--- src/hdl/ps2km_pkg.sv ---
// Shared constants for the PS/2 set-2 scan code key matrix.
// Holds scan code values, the row key table and item codes.
// No dependencies.
package ps2km_pkg;

    // Item kinds carried on the input tuser bit.
    localparam logic OP_CODE = 1'b0;
    localparam logic OP_ROW  = 1'b1;

    // Field widths.
    localparam int CODE_W     = 8;
    localparam int ROW_W      = 3;
    localparam int ROW_BITS_W = 13;
    localparam int LAST_KEY_W = 9;

    // Default depth of the key-down map.
    localparam int KEY_MAP_DEPTH_DEF = 256;

    // Special scan code bytes and keys.
    localparam logic [CODE_W-1:0] CODE_EXTENDED = 8'hE0;
    localparam logic [CODE_W-1:0] CODE_RELEASE  = 8'hF0;
    localparam logic [CODE_W-1:0] CODE_NONE     = 8'h00;
    localparam logic [CODE_W-1:0] KEY_LOW_MASK  = 8'h7F;
    localparam logic [CODE_W-1:0] KEY_EXT_BIT   = 8'h80;
    localparam logic [CODE_W-1:0] KEY_CTRL      = 8'h14;
    localparam logic [CODE_W-1:0] KEY_ESC       = 8'h76;
    localparam logic [CODE_W-1:0] KEY_RSHIFT    = 8'h59;

    // Right shift shares a bit of the last defined row.
    localparam logic [ROW_W-1:0] RSHIFT_ROW = 3'd4;
    localparam int               RSHIFT_BIT = 5;

    // Row key table: bit p of a row word is the p-th code of that row.
    localparam int ROW_COUNT = 5;
    localparam int ROW_KEYS  = 13;

    localparam logic [CODE_W-1:0] ROW_CODES [ROW_COUNT][ROW_KEYS] = '{
        '{8'h16, 8'h1E, 8'h26, 8'h25, 8'h2E, 8'h36, 8'h3D, 8'h3E, 8'h46, 8'h45, 8'h4E,
          8'h55, 8'h66},
        '{8'h0D, 8'h15, 8'h1D, 8'h24, 8'h2D, 8'h2C, 8'h35, 8'h3C, 8'h43, 8'h44, 8'h4D,
          8'h54, 8'h5B},
        '{8'h1C, 8'h1B, 8'h23, 8'h2B, 8'h34, 8'h33, 8'h3B, 8'h42, 8'h4B, 8'h4C, 8'h52,
          8'h5D, 8'h5A},
        '{8'h29, 8'h61, 8'h1A, 8'h22, 8'h21, 8'h2A, 8'h32, 8'h31, 8'h3A, 8'h41, 8'h49,
          8'h4A, 8'h00},
        '{8'hEB, 8'hF4, 8'hF5, 8'hF2, 8'h14, 8'h12, 8'h00, 8'h00, 8'h00, 8'h00, 8'h00,
          8'h00, 8'h00}
    };

    localparam logic [3:0] ROW_LENGTHS [ROW_COUNT] = '{4'd13, 4'd13, 4'd13, 4'd12, 4'd6};

endpackage

--- src/hdl/ps2_scancode_keyboard_matrix.sv ---
// Top level of the PS/2 set-2 scan code key matrix.
// Uses ps2km_pkg and ps2km_row_read.
//
//  Channel  Dir  Handshake          Contents
//  s_       in   s_tvalid/s_tready  tuser: opcode; tdata: code_byte, row_index
//  m_       out  m_tvalid/m_tready  tdata: row_bits, reset_request, last_key
//
// Each item's state update and result are both written at the accepting edge,
// so the result is shown the cycle after acceptance.
// One item is accepted per cycle, a rate set by the single output register,
// while that register is empty or being read; an unread result stalls input.
// Reset clears the KEY_MAP_DEPTH-bit key map, prefix flags and last key at once.
module ps2_scancode_keyboard_matrix
    import ps2km_pkg::*;
#(
    parameter int KEY_MAP_DEPTH = KEY_MAP_DEPTH_DEF
) (
    input  logic        aclk,
    input  logic        aresetn,
    input  logic        s_tvalid,
    output logic        s_tready,
    input  logic        s_tuser,   // [0] opcode
    input  logic [15:0] s_tdata,   // [7:0] code_byte, [10:8] row_index, rest zero
    output logic        m_tvalid,
    input  logic        m_tready,
    output logic [23:0] m_tdata    // [12:0] row_bits, [13] reset_request,
                                   // [22:14] last_key, [23] zero
);

    localparam int KEY_W = $clog2(KEY_MAP_DEPTH);

    logic [KEY_MAP_DEPTH-1:0]    key_map_reg, key_map_next;
    logic                        ext_pending_reg, ext_pending_next;
    logic                        rel_pending_reg, rel_pending_next;
    logic signed [LAST_KEY_W-1:0] last_key_reg, last_key_next;

    logic                        out_valid_reg;
    logic [ROW_BITS_W-1:0]       out_row_bits_reg;
    logic                        out_reset_req_reg;

    logic                        accept;
    logic                        opcode;
    logic [CODE_W-1:0]           code_byte;
    logic [ROW_W-1:0]            row_index;
    logic [CODE_W-1:0]           key;
    logic [ROW_BITS_W-1:0]       row_bits;

    // Input fields.
    assign opcode    = s_tuser;
    assign code_byte = s_tdata[7:0];
    assign row_index = s_tdata[10:8];

    // Take an item when the result register is free or being emptied.
    assign s_tready = !out_valid_reg || m_tready;
    assign accept   = s_tvalid && s_tready;

    // Mapped key: low seven bits, upper half when an extended prefix is armed.
    assign key = (code_byte & KEY_LOW_MASK) | (ext_pending_reg ? KEY_EXT_BIT : CODE_NONE);

    // Next state for a code item.
    always_comb begin
        key_map_next     = key_map_reg;
        ext_pending_next = ext_pending_reg;
        rel_pending_next = rel_pending_reg;
        last_key_next    = last_key_reg;
        if (accept && opcode == OP_CODE && code_byte != CODE_NONE) begin
            if (code_byte == CODE_EXTENDED) begin
                ext_pending_next = 1'b1;
            end else if (code_byte == CODE_RELEASE) begin
                rel_pending_next = 1'b1;
            end else begin
                key_map_next[KEY_W'(key)] = !rel_pending_reg;
                if (rel_pending_reg) begin
                    last_key_next = LAST_KEY_W'(0) - $signed({1'b0, key});
                end else begin
                    last_key_next = $signed({1'b0, key});
                end
                ext_pending_next = 1'b0;
                rel_pending_next = 1'b0;
            end
        end
    end

    // Row lookup on the current map; a row read never changes the map.
    ps2km_row_read #(
        .KEY_MAP_DEPTH(KEY_MAP_DEPTH)
    ) u_row_read (
        .key_map  (key_map_reg),
        .row_index(row_index),
        .row_bits (row_bits)
    );

    // State registers.
    always_ff @(posedge aclk) begin
        if (!aresetn) begin
            key_map_reg     <= '0;
            ext_pending_reg <= 1'b0;
            rel_pending_reg <= 1'b0;
            last_key_reg    <= '0;
        end else begin
            key_map_reg     <= key_map_next;
            ext_pending_reg <= ext_pending_next;
            rel_pending_reg <= rel_pending_next;
            last_key_reg    <= last_key_next;
        end
    end

    // Result valid flag.
    always_ff @(posedge aclk) begin
        if (!aresetn) begin
            out_valid_reg <= 1'b0;
        end else if (accept) begin
            out_valid_reg <= 1'b1;
        end else if (m_tready) begin
            out_valid_reg <= 1'b0;
        end
    end

    // Result payload, taken from the state after this item's update.
    always_ff @(posedge aclk) begin
        if (accept) begin
            out_row_bits_reg  <= (opcode == OP_ROW) ? row_bits : '0;
            out_reset_req_reg <= key_map_next[KEY_W'(KEY_CTRL)] &&
                                 key_map_next[KEY_W'(KEY_ESC)];
        end
    end

    // The last key in the result always equals the stored last key.
    assign m_tvalid = out_valid_reg;
    assign m_tdata  = {1'b0, last_key_reg, out_reset_req_reg, out_row_bits_reg};

    // An extended prefix arms the flag for the next code.
    a_ext_arm: assert property (@(posedge aclk) disable iff (!aresetn)
        (accept && opcode == OP_CODE && code_byte == CODE_EXTENDED) |=> ext_pending_reg)
        else $error("extended prefix did not arm the flag");

    // A row read leaves the key map and last key alone.
    a_row_no_update: assert property (@(posedge aclk) disable iff (!aresetn)
        (accept && opcode == OP_ROW) |=> ($stable(key_map_reg) && $stable(last_key_reg)))
        else $error("row read changed the key state");

    // A code item reports an empty row word.
    a_code_row_zero: assert property (@(posedge aclk) disable iff (!aresetn)
        (accept && opcode == OP_CODE) |=> (m_tvalid && out_row_bits_reg == '0))
        else $error("code item gave nonzero row bits");

    // A shown reset request agrees with the held map.
    a_reset_req: assert property (@(posedge aclk) disable iff (!aresetn)
        (m_tvalid && out_reset_req_reg) |->
            (key_map_reg[KEY_W'(KEY_CTRL)] && key_map_reg[KEY_W'(KEY_ESC)]))
        else $error("reset request without Ctrl and Esc held");

endmodule

--- src/hdl/ps2km_row_read.sv ---
// Row packer for the PS/2 key matrix: gathers the key-down bits of one row.
// Purely combinational; uses ps2km_pkg for the row key table.
module ps2km_row_read
    import ps2km_pkg::*;
#(
    parameter int KEY_MAP_DEPTH = KEY_MAP_DEPTH_DEF
) (
    input  logic [KEY_MAP_DEPTH-1:0] key_map,
    input  logic [ROW_W-1:0]         row_index,
    output logic [ROW_BITS_W-1:0]    row_bits
);

    localparam int KEY_W = $clog2(KEY_MAP_DEPTH);

    // Each bit within the row's length looks up a fixed map entry; other bits
    // and rows past the table read as zero.
    always_comb begin
        row_bits = '0;
        for (int r = 0; r < ROW_COUNT; r++) begin
            if (row_index == ROW_W'(r)) begin
                for (int p = 0; p < ROW_KEYS; p++) begin
                    if (p < int'(ROW_LENGTHS[r])) begin
                        row_bits[p] = key_map[KEY_W'(ROW_CODES[r][p])];
                    end
                end
            end
        end
        // Right shift is folded into the last row.
        if (row_index == RSHIFT_ROW && key_map[KEY_W'(KEY_RSHIFT)]) begin
            row_bits[RSHIFT_BIT] = 1'b1;
        end
    end

endmodule
--- config.mk ---
export PLATFORM = sky130hd
export DESIGN_NAME = ps2_scancode_keyboard_matrix
export DESIGN_NICKNAME = d
export VERILOG_FILES = /design/src/hdl/ps2km_pkg.sv /design/src/hdl/ps2_scancode_keyboard_matrix.sv /design/src/hdl/ps2km_row_read.sv
export SDC_FILE = /design/constraint.sdc
export NUM_CORES = 1
export LEC_CHECK = 0
export BUFFER_PORTS_ARGS = -buffer_cell sky130_fd_sc_hd__buf_2
export CAP_MARGIN = 25
export CORE_MARGIN = 1
export CORE_UTILIZATION = 40
export CTS_BUF_LIST = sky130_fd_sc_hd__clkbuf_16
export DETAILED_ROUTE_END_ITERATION = 10
export GPL_TIMING_DRIVEN = 1
export PLACE_DENSITY = 0.61
export SLEW_MARGIN = 20
export SYNTH_ARGS = -nofsm -noshare
export SYNTH_HDL_FRONTEND = slang
export SYNTH_HIERARCHICAL = 1
export SYNTH_SLANG_ARGS = --single-unit
--- constraint.sdc ---
create_clock -name aclk -period 2.75 [get_ports aclk]
set_input_delay 0.4125 -clock aclk [delete_from_list [all_inputs] [get_ports aclk]]
set_output_delay 0.4125 -clock aclk [all_outputs]
set_load 0.02 [all_outputs]
==> reports/summary.txt <==
DR WL/cell -> 18.8 µm
Syn Nets -> 567
Drt first pass iters -> 4
Post-CTS Resized -> 0
Worst-path clk slew -> 0.06 ns
Post-DRT Antenna Nets -> 0
Worst VDD drop -> 0.242 mV
Post-route clock period utilization -> 80.6%
WP data required -> 2.34 ns
Initial antenna violation count -> 0
CTS root buf -> clkbuf_16
Clk_lat worst skew -> 0.34 ns
Cell area after synthesis -> 0.00469 mm²
Minimum clock period -> 2.22 ns
Area growth syn-to-layout -> 4.29%
Final Total Pwr -> 2.76 mW
Leak pwr -> 1.64 nW
Total grt overflow -> 0
Layout Nets -> 495
Max FFs per register -> 59
Gate Count Post-Synth -> 542
Crit-path slowest cell -> nor2b_1
Worst hold path class -> input port to flop
Initial Util -> 41.1%
Worst-path fanout max -> 10
Critical path class -> flop to output pin
H-tree levels -> 3
Vias in the first global route -> 3455
CP Capture Type -> output pin
FMAX -> 0.451 GHz
Crit-path max cell delay -> 0.59 ns
Post-route DRC violation count -> 0
Critical Path, Cell by Cell -> nor2b_1 -> inv_1 -> buf_2
Final setup vio count -> 0
Yosys Warn Count -> 6
RSZ-0062 raised after global routing -> false
Max Slew Vio Count -> 0
Synth Area per Inst -> 8.66 µm²
Fill cells -> 1153
Max_slew headroom -> 40.4%
FF+latch area -> 0.00184 mm²
Detailed Route WL -> 11600 µm
First-pass GRT wire length -> 18600 µm
Critical path arrival -> 1.80 ns
Critical Path Start Type -> flop
Cell row count -> 39
Post-CTS Hold Fix Bufs -> 0
Slew @ Worst Pin -> 0.892 ns
CTS Buffer Depth -> 2
Die ar. -> 0.0122 mm²
Dpl hpwl -> 7570 µm
Pwr Density -> 564 mW/mm²
I/O pin count -> 47
Final Hold Vio Count -> 0
Pin count of the biggest net entering global routing -> 50
Vias -> 3766
Setup Slack @ Placement -> 0.376 ns
Clk sinks -> 85
Antenna Cells -> 0
Share of layout cells above drive strength 1 -> 18.1%
Final WS setup -> 0.533 ns
Total negative slack -> 0 ns
Starting DRT DRC Count -> 276
Die height -> 110 µm
GRT Total Usage -> 20.4%
Util after Layout -> 42.9%
Clock skew -> 0.00858 ns
Hold path depth -> 3
Routed vias/inst -> 6.09
Post-CTS Setup Bufs -> 0
MaxCap Viol Count -> 0
Die W -> 110 µm
Outcome -> finished clean
Multi-input gate area -> 0.00224 mm²
Port Buf Inserts -> 40
CTS tree -> yes
GPL Wtd Cong -> 0.794
Cts bufs inserted -> 9
Core Area -> 0.0114 mm²
R2r worst-path depth -> 4
cell usage in the layout (no fill, tap or decap), drive strengths merged, types with 5 or more instances in the layout:
cell and n:
nand3 8, or3 38, nand4 9, dfxtp 71, a211oi 5, nor2 11
clkbuf 9, a21oi 49, and2 13, o21ai 45, mux2 5, o41ai 23
mux4 7, o311ai 22, edfxtp 14, or4 9, mux2i 7, buf 54
nor2b 8, inv 9
through the flow:
stage          cell area (µm²)  hold slack, ns  cells
2_1_floorplan             4690           0.447    542
3_3_place_gp              4600           0.457    601
3_5_place_dp              4600           0.463    602
4_1_cts                   4890           0.379    618
5_1_grt                   4890           0.414    618
6_report                  4890           0.388    618
layout make-up:
class,instances,share of cell area [%]
Timing Repair Buffer,54,6.19
Inverter,9,0.690
Sequential cell,85,37.6
Clock inverter,7,1.38
Tap cell,143,3.66
Clock buffer,9,4.60
Multi-Input combinational cell,311,45.9
critical path: cells and delay by family, from the launching register on:
family,cells,cell delay [ns]
AND/OR/NAND/NOR,1,0.59
flip-flops,1,0.32
buffers and inverters,2,0.55
layer usage:
metal	up-vias	global-route usage, %	part of all wire (%)
li1	1792	-	-
met1	1828	26.6	45
met2	132	33.2	48
met3	14	4.35	5.5
met4	0	7.24	1.7
met5	-	0	0
path summary, 6_finish.rpt:
| path | slack [ns] | startpoint | endpoint |
|---|---|---|---|
| max | 0.53 | m_tvalid | s_tready |
| min | 0.39 | s_tdata[0] | last_key_reg[0] |
| max reg2reg | 0.54 | ext_pending_reg | out_reset_req_reg |
| min reg2reg | 0.47 | key_map_reg[30] | key_map_reg[30] |
power by group:
part	leakage (nW)	internal (mW)	switching [mW]	total, mW
Clock	0.143	0.698	0.505	1.20
Sequential	0.715	1.28	0.00959	1.29
Combinational	0.781	0.0711	0.192	0.263
No activity file was read; power rests on OpenSTA's default activity.
